--- config.mk ---
export PLATFORM = sky130hd
export DESIGN_NAME = svm_mix
export DESIGN_NICKNAME = d
export VERILOG_FILES = /design/src/rtl/core/assert_macros.svh /design/src/rtl/core/svm_pkg.sv /design/src/rtl/core/svm_mix.sv
export SDC_FILE = /design/constraint.sdc
export NUM_CORES = 1
export LEC_CHECK = 0
export ABC_AREA = 1
export BUFFER_PORTS_ARGS = -buffer_cell sky130_fd_sc_hd__buf_4
export CAP_MARGIN = 25
export CORE_MARGIN = 5
export CORE_UTILIZATION = 45
export DETAILED_ROUTE_END_ITERATION = 8
export GPL_ROUTABILITY_DRIVEN = 0
export SYNTH_ARGS = -nofsm -noshare
export SYNTH_HDL_FRONTEND = slang
export SYNTH_SLANG_ARGS = --single-unit
--- constraint.sdc ---
create_clock -name vclk -period 26.3
set_clock_uncertainty 0.2 [all_clocks]
set_input_delay 5.26 -clock vclk [all_inputs]
set_output_delay 5.26 -clock vclk [all_outputs]
set_load 0.02 [all_outputs]
--- src/rtl/core/assert_macros.svh ---
// Assertion helpers for the RTL.
`ifndef ASSERT_MACROS_SVH
`define ASSERT_MACROS_SVH

// Property checked on every rising clock edge, off while reset is held.
`define SVM_ASSERT(lbl, prop, msg) \
    lbl: assert property (@(posedge i_clk) disable iff (!i_rst_n) prop) else $error(msg);

// Condition that must never be true while out of reset.
`define SVM_NEVER(lbl, cond, msg) \
    `SVM_ASSERT(lbl, !(cond), msg)

`endif

--- src/rtl/core/svm_pkg.sv ---
`default_nettype none
package svm_pkg;

    // Default sizing
    localparam int VOICES_DEF     = 16;
    localparam int SLOTS_DEF      = 8;
    localparam int SLOT_BYTES_DEF = 4096;
    localparam int MAX_BUFFER_DEF = 64;

    // Command codes
    localparam logic [1:0] CMD_CLEAR  = 2'd0;
    localparam logic [1:0] CMD_LOAD   = 2'd1;
    localparam logic [1:0] CMD_PLAY   = 2'd2;
    localparam logic [1:0] CMD_RENDER = 2'd3;

    // Result code for no voice claimed
    localparam logic [4:0] NO_VOICE = 5'd16;

    // Load bias: byte - 127 wraps to byte + 129
    localparam logic [7:0] LOAD_BIAS = 8'd129;

    localparam logic [6:0] BLEN_RESET = 7'd64;

    typedef logic signed [7:0] t_sample;

endpackage
`default_nettype wire

--- src/rtl/core/svm_mix.sv ---
`default_nettype none
module svm_mix (
    input  wire svm_pkg::t_sample i_acc,
    input  wire svm_pkg::t_sample i_smp,
    output svm_pkg::t_sample      o_res
);
    import svm_pkg::*;

    logic signed [15:0] prod;
    logic        [14:0] mag;
    logic        [14:0] quo;
    logic signed [16:0] sum;

    // acc + s - acc*s/255, quotient truncated toward zero
    always_comb begin
        prod = i_acc * i_smp;
        mag  = prod[15] ? 15'(-prod) : prod[14:0];
        // exact x/255 for any 15-bit x
        quo  = 15'((16'(mag) + 16'd1 + 16'(mag[14:8])) >> 8);
        sum  = 17'(i_acc) + 17'(i_smp) - (prod[15] ? -17'(quo) : 17'(quo));
        o_res = sum[7:0];
    end
endmodule
`default_nettype wire

# Yosys cells after proc, flatten, opt, wreduce, memory -nomap -nowiden
# Cells that the tools add are included.
# totals
ff_bits,0
in_bits,16
out_inout_bits,8
# op_classes
mux,2
addsub,6
n_mul,1
# op_table
operator,count
adder 15 x 1 -> 16 bit (second input constant),1
adder 16 x 7 -> 16 bit,1
multiplier 8 x 8 -> 16 bit,1
2-to-1 mux 15 bit,1
negation 15 bit,1
adder 8 bit,1
2-to-1 mux 8 bit,1
negation 8 bit,1
subtractor 8 bit,1

# Longest topological paths before layout
# Gate-level depths: netlist of the first run.
# logic_depth
ltp_word,8
mapped_depth,55
ltp_nobuf,53

# Worst setup path after synthesis of the first run
# Ideal clock, no wire load.
# synth_path
path_kind,in2out
start,in i_acc[7]
end,out o_res[7]
t_arrival_ns,13.124
path_slack_ns,7.716
required_ns,20.840
cell_stages,51
path_cell_list,clkbuf_1 nand2_1 inv_1 fa_1 inv_1 fa_1 inv_1 fa_1 inv_1 fa_1 inv_1 ha_1 nand2_1 nor2_1 nand2_1 a21oi_1 nor2_1 nand3_2 (+15 left out) ha_1 inv_1 nand2_1 xor2_1 fa_1 ha_1 a21oi_1 nand2_1 a21oi_1 inv_1 a21oi_1 o21ai_0 a21oi_1 xnor2_1 xnor2_1 inv_1 nand3_1 nand2_1
# synth_via
elab_chain_cells,8
elab_cells_between_ends,9
classes_between,add/sub (6); mul (1); mux (2)
# synth_rtl
element,line,rtl
start: declaration,svm_mix.sv:3,"input wire svm_pkg::t_sample i_acc,"
multiplier 8 x 8 -> 16 bit,svm_mix.sv:16,prod = i_acc * i_smp;
negation 15 bit,svm_mix.sv:17,mag = prod[15] ? 15'(-prod) : prod[14:0];
2-to-1 mux 15 bit,svm_mix.sv:17,
adder 15 x 1 -> 16 bit,svm_mix.sv:19,quo = 15'((16'(mag) + 16'd1 + 16'(mag[14:8])) >> 8);
adder 16 x 7 -> 16 bit,svm_mix.sv:19,
negation 8 bit,svm_mix.sv:20,sum = 17'(i_acc) + 17'(i_smp) - (prod[15] ? -17'(quo) : 17'(quo));
2-to-1 mux 8 bit,svm_mix.sv:20,
subtractor 8 bit (*),svm_mix.sv:20,
end: declaration,svm_mix.sv:5,output svm_pkg::t_sample o_res
# Every way passes the cells marked *; elsewhere a longest branch is shown, timed or not.

# Final worst setup path of the first run
# layout_path
start,in i_smp[2]
end,out o_res[7]
# layout_via
elab_chain_cells,8
elab_cells_between_ends,9
classes_between,add/sub (6); mul (1); mux (2)
# layout_rtl
element,line,rtl
start: declaration,svm_mix.sv:4,"input wire svm_pkg::t_sample i_smp,"
multiplier 8 x 8 -> 16 bit,svm_mix.sv:16,
negation 15 bit,svm_mix.sv:17,
2-to-1 mux 15 bit,svm_mix.sv:17,
adder 15 x 1 -> 16 bit,svm_mix.sv:19,
adder 16 x 7 -> 16 bit,svm_mix.sv:19,
negation 8 bit,svm_mix.sv:20,
2-to-1 mux 8 bit,svm_mix.sv:20,
subtractor 8 bit (*),svm_mix.sv:20,
# Marked as above.

==> results.toml, run 1 <==
[synthesis]
synthAdderAreaFrac = 0.384
synth_compound_area_frac = 0.0324
synthMuxAreaShare = 0
syn_inst = 721
yosys_warnings = 0
syn_area_um2 = 4630
yosysUniqueCellTypes = 32
ys_top_cells_by_area = "fa_1 27%, nand2_1 17%, inv_1 16%"
synth_top_area_share = 0.268
synth_xor_area_frac = 0.0438
yosysTopAreaCell = "fa_1"
ys_seq_area_frac = 0
synth_top_family_by_area = "adder cells"
synthTopCellsByCount = "207 x nand2_1, 197 x inv_1, 62 x fa_1"
synth-simple-area-share = 0.351
synth.avg_cell_area_um2 = 6.42
syn_nets = 842
synth_most_common_cell = "nand2_1"

[clocking]
postCtsSetupRepairBufs = 0
holdBufCountCts = 0
cts.repair.resized = 0

[critical_path]
end_kind = "output pin"
cp_common_cell = "nand2_1"
slowest_stage = "fa_1"
slowest_delay_ns = 0.66
worstPathArrival_ns = 14.03
critical_path.startpoint = "i_smp[2]"
cp-start-kind = "primary input"
cp.required_ns = 20.84
endpoint = "o_res[7]"
crit_path_max_fanout = 23
critical_path_class = "primary input to output pin"

[route]
wl_met1_mm = 5.03
postRouteAntennaNets = 0
vias = 4120
first_pass_iters = 5
drt-total-wl_mm = 10.4
viasPerCell = 4.77
post-route-drc-count = 0
met2_length_mm = 4.75
met3_length_um = 417
drt-wirelength-per-cell_um = 12.1
drt_iter0_drc = 285
highest-signal-layer = "met4"

[placed_design]
portBuffers = 24
dp_hpwl_mm = 9.35

[timing]
slew_headroom = 0.756
report.final.slew_viol_count = 0
finalSetupTns_ns = 0
hold_violations = 0
final.period_utilization = 0.741
period_minus_slack_ns = 19.49
rsz0062_at_grt = "no"
worstMarginPinSlew_ns = 0.365
setup_violations = 0
fmax_mhz = 51.3

[global_routing]
grt_max_degree = 24
grt_first_pass_wirelength_mm = 18.7
grt_overflow_total = 0
antenna_found_initial = 0
grt.total_usage = 0.175
first_global_vias = 4066

[floorplanning]
core.rowCount = 37
dieWidth_um = 111
core_um2 = 10200
io_pins = 24
die-area_um2 = 12400
initial_core_util = 0.455
die_h_um = 111

[final_layout]
ff_latch_area_um2 = 0
fill_cells = 1100
antennaDiodeCount = 0
nClkBuffers = 0
multi_input_area_um2 = 3760
area_delta_synth_final_pct = 5.70
drive_above_1_share = 0.120
nNetsFinal = 850
seq_cells = 0

[outcome]
status = "finished clean"

[job]
cap_viol_max_count = 0

[min_path]
min_path_type = "primary input to output pin"
## through the flow
stage / std cells / area [um^2] / util / setup WS, ns / hold slack, ns
global placement: 863 / 4890 / 0.480 / 7.11 / 10.79
global route: 863 / 4890 / 0.480 / 6.10 / 10.82
finish: 863 / 4890 / 0.480 / 6.81 / 10.79
floorplan: 721 / 4630 / - / 7.72 / 10.53
CTS: 863 / 4890 / 0.480 / 6.79 / 10.81
detailed placement: 863 / 4890 / 0.480 / 6.82 / 10.81
## kinds of logic (layout without fill, tap and decap cells)
logic type,after synthesis,in the layout
AND/OR/NAND/NOR,340,340
buffers and inverters,227,233
adder cells (fa/ha/maj),105,105
AO/OA/AOI/OAI,28,28
XOR/XNOR,21,21
## worst min-delay path by stage
stage,start,depth (start not counted),to
2_1_floorplan,i_acc[0],1,o_res[0]
3_3_place_gp,i_acc[0],3,o_res[0]
3_5_place_dp,i_acc[0],3,o_res[0]
4_1_cts,i_acc[0],3,o_res[0]
5_1_grt,i_acc[0],3,o_res[0]
6_report,i_acc[0],3,o_res[0]
## cell usage in the layout, fill, tap and decap left out
cell type | synthesis | routed
buf_4 | 0 | 24
nand3_4 | 1 | 1
nor2_4 | 2 | 2
inv_1 | 197 | 197
o21ai_0 | 6 | 6
inv_2 | 9 | 9
nand2_1 | 207 | 207
fa_1 | 62 | 62
xnor2_1 | 8 | 8
xor2_4 | 1 | 1
a21oi_1 | 18 | 18
xor2_1 | 12 | 12
nor3_1 | 2 | 2
o21ai_2 | 1 | 1
nand4_1 | 12 | 12
o31ai_1 | 1 | 1
nand2_4 | 5 | 5
a31oi_1 | 1 | 1
nand3_2 | 11 | 11
nor2_2 | 8 | 8
nand2_2 | 18 | 18
clkinv_1 | 2 | 2
nor2_8 | 2 | 2
nand3b_1 | 6 | 6
nor2_1 | 22 | 22
inv_4 | 1 | 1
nand3_1 | 40 | 40
a21o_1 | 1 | 1
or2_2 | 4 | 4
ha_1 | 43 | 43
## layout make-up
cell class,instances,share of cell area
inverter,209,0.161
multi-input combinational,494,0.768
tap,136,0.0348
timing repair buffer,24,0.0368
## critical path, delay by kind of cell
family	cells	cell delay, ns
XOR/XNOR	3	0.53
AO/OA/AOI/OAI	6	0.89
buffers and inverters	13	1.25
adder cells (fa/ha/maj)	9	3.97
AND/OR/NAND/NOR	21	2.09
## layer usage
layer | vias to the layer above | track usage
met5 | - | 0
met4 | 0 | 0.0324
met3 | 14 | 0.00707
met2 | 84 | 0.296
met1 | 1900 | 0.251
li1 | 2122 | -
Power of run 1 is not shown: default switching activity piles up to over one toggle a cycle in this logic, so the estimate is an artifact.
==> run 2, diff against run 1 <==
--- a/config.mk
+++ b/config.mk
@@ -5,7 +5,7 @@
 export SDC_FILE = /design/constraint.sdc
 export NUM_CORES = 1
 export LEC_CHECK = 0
-export ABC_AREA = 1
+export ABC_AREA = 0
 export BUFFER_PORTS_ARGS = -buffer_cell sky130_fd_sc_hd__buf_4
 export CAP_MARGIN = 25
 export CORE_MARGIN = 5
==> constraint.sdc (replaced) <==
create_clock -name vclk -period 18.2
set_clock_uncertainty 0.2 [all_clocks]
set_input_delay 3.64 -clock vclk [all_inputs]
set_output_delay 3.64 -clock vclk [all_outputs]
set_load 0.02 [all_outputs]
==> run 2 against run 1 <==
- routed wire length is 15% lower
- critical path depth is 10 lower
- first-iteration DRC count is 60% lower
- largest cell class unchanged
==> results.toml, run 2 <==
[global_routing]
grt_max_degree = 17
grt.total_usage = 0.181
antenna_found_initial = 0
grt_overflow_total = 0
grt_first_pass_wirelength_mm = 15.6
first_global_vias = 3263

[final_layout]
seq_cells = 0
fill_cells = 862
nClkBuffers = 0
mostFrequentLayoutCell = "inv_1"
final_cell_mix = "120 x inv_1, 62 x fa_1, 43 x ha_1"
ff_latch_area_um2 = 0
design_area_um2 = 4210
antennaDiodeCount = 0
nNetsFinal = 627
multi_input_area_um2 = 3440
area_delta_synth_final_pct = 7.34
drive_above_1_share = 0.0893

[timing]
holdWs_ns = 7.55
hold_violations = 0
slew_headroom = 0.559
final.period_utilization = 0.948
report.final.slew_viol_count = 0
setup_violations = 0
period_minus_slack_ns = 17.25
worstMarginPinSlew_ns = 0.659
fmax_mhz = 58.0
rsz0062_at_grt = "no"
finalSetupTns_ns = 0

[critical_path]
crit_path_max_fanout = 13
slowest_delay_ns = 0.66
path_delay_family = "adder cells"
critical_path.startpoint = "i_smp[2]"
slowest_stage = "fa_1"
end_kind = "output pin"
critical_path_class = "primary input to output pin"
worstPathArrival_ns = 13.41
path_buf_inv = 7
cp.required_ns = 14.36
cp-start-kind = "primary input"

[synthesis]
syn_area_um2 = 3920
syn_nets = 607
synth_top_area_share = 0.316
ys_seq_area_frac = 0
syn_inst = 486
synthTopCellsByCount = "120 x inv_1, 62 x fa_1, 43 x ha_1"
ys_top_cells_by_area = "fa_1 32%, ha_1 14%, inv_1 11%"
yosysUniqueCellTypes = 57
yosysTopAreaCell = "fa_1"
synth.avg_cell_area_um2 = 8.07
yosys_warnings = 0
synth_most_common_cell = "inv_1"

[clocking]
holdBufCountCts = 0
postCtsSetupRepairBufs = 0

[route]
drt-wirelength-per-cell_um = 14.5
vias = 3185
post-route-drc-count = 0
viasPerCell = 5.20
drt-total-wl_mm = 8.85
postRouteAntennaNets = 0
first_pass_iters = 4
drt_iter0_drc = 113

[floorplanning]
dieWidth_um = 103
core_um2 = 8590
io_pins = 24
die-area_um2 = 10700
die_h_um = 103
initial_core_util = 0.456
core.rowCount = 34

[placed_design]
portBuffers = 24
dp_hpwl_mm = 7.84
dpl-instance-area_um2 = 4200

[outcome]
status = "finished clean"

[min_path]
holdCritStartpoint = "i_acc[0]"
min_path_type = "primary input to output pin"

[job]
cap_viol_max_count = 0
run 2: cell types whose count changed in the layout (fill, tap and decap cells not counted), sizes merged, moves of 10 or more:
cell | before | now
nand4 | 12 | 2
xnor2 | 8 | 32
and2 | 0 | 30
inv | 207 | 120
nand3 | 52 | 3
nand2 | 230 | 40
run 2: per-layer routing:
layer,vias up,routed length [um],track usage
met5,-,0,0
met4,0,55,0.0110
met3,4,295,0.00201
met2,46,4350,0.324
met1,1566,4150,0.259
li1,1569,-,-
run 2: area by class of cell:
cell class	instances	area share
tap	108	0.0321
timing repair buffer	25	0.0446
multi-input combinational	359	0.816
inverter	120	0.107
run 2: what timing repair did:
item | in CTS | in global routing
hold endpoints to repair | 0 | 0
resized for setup | 0 | 1
endpoints found under the setup margin | 0 | 1
run 2: final timing paths:
| check | cells past startpoint | to |
|---|---|---|
| worst max-delay path | 42 | o_res[7] |
| worst min-delay path | 3 | o_res[0] |
run 2: metrics by stage:
| stage | std cells | utilization | worst slack [ns] |
|---|---|---|---|
| after floorplan | 486 | - | 1.61 |
| after global placement | 611 | 0.489 | 0.733 |
| after detailed placement | 611 | 0.489 | 0.466 |
| after CTS | 611 | 0.489 | 0.431 |
| after global routing | 612 | 0.490 | 0.184 |
| final | 612 | 0.490 | 0.952 |
run 2: kinds of logic (layout without fill, tap and decap cells):
kind of cell,after synthesis,in the layout,synth area share
simple gates,135,135,0.180
buf+inv,127,145,0.125
fa+ha+maj,105,105,0.454
compound gates,75,75,0.138
xor+xnor,44,44,0.104
Power of run 2 is left out for the same reason.
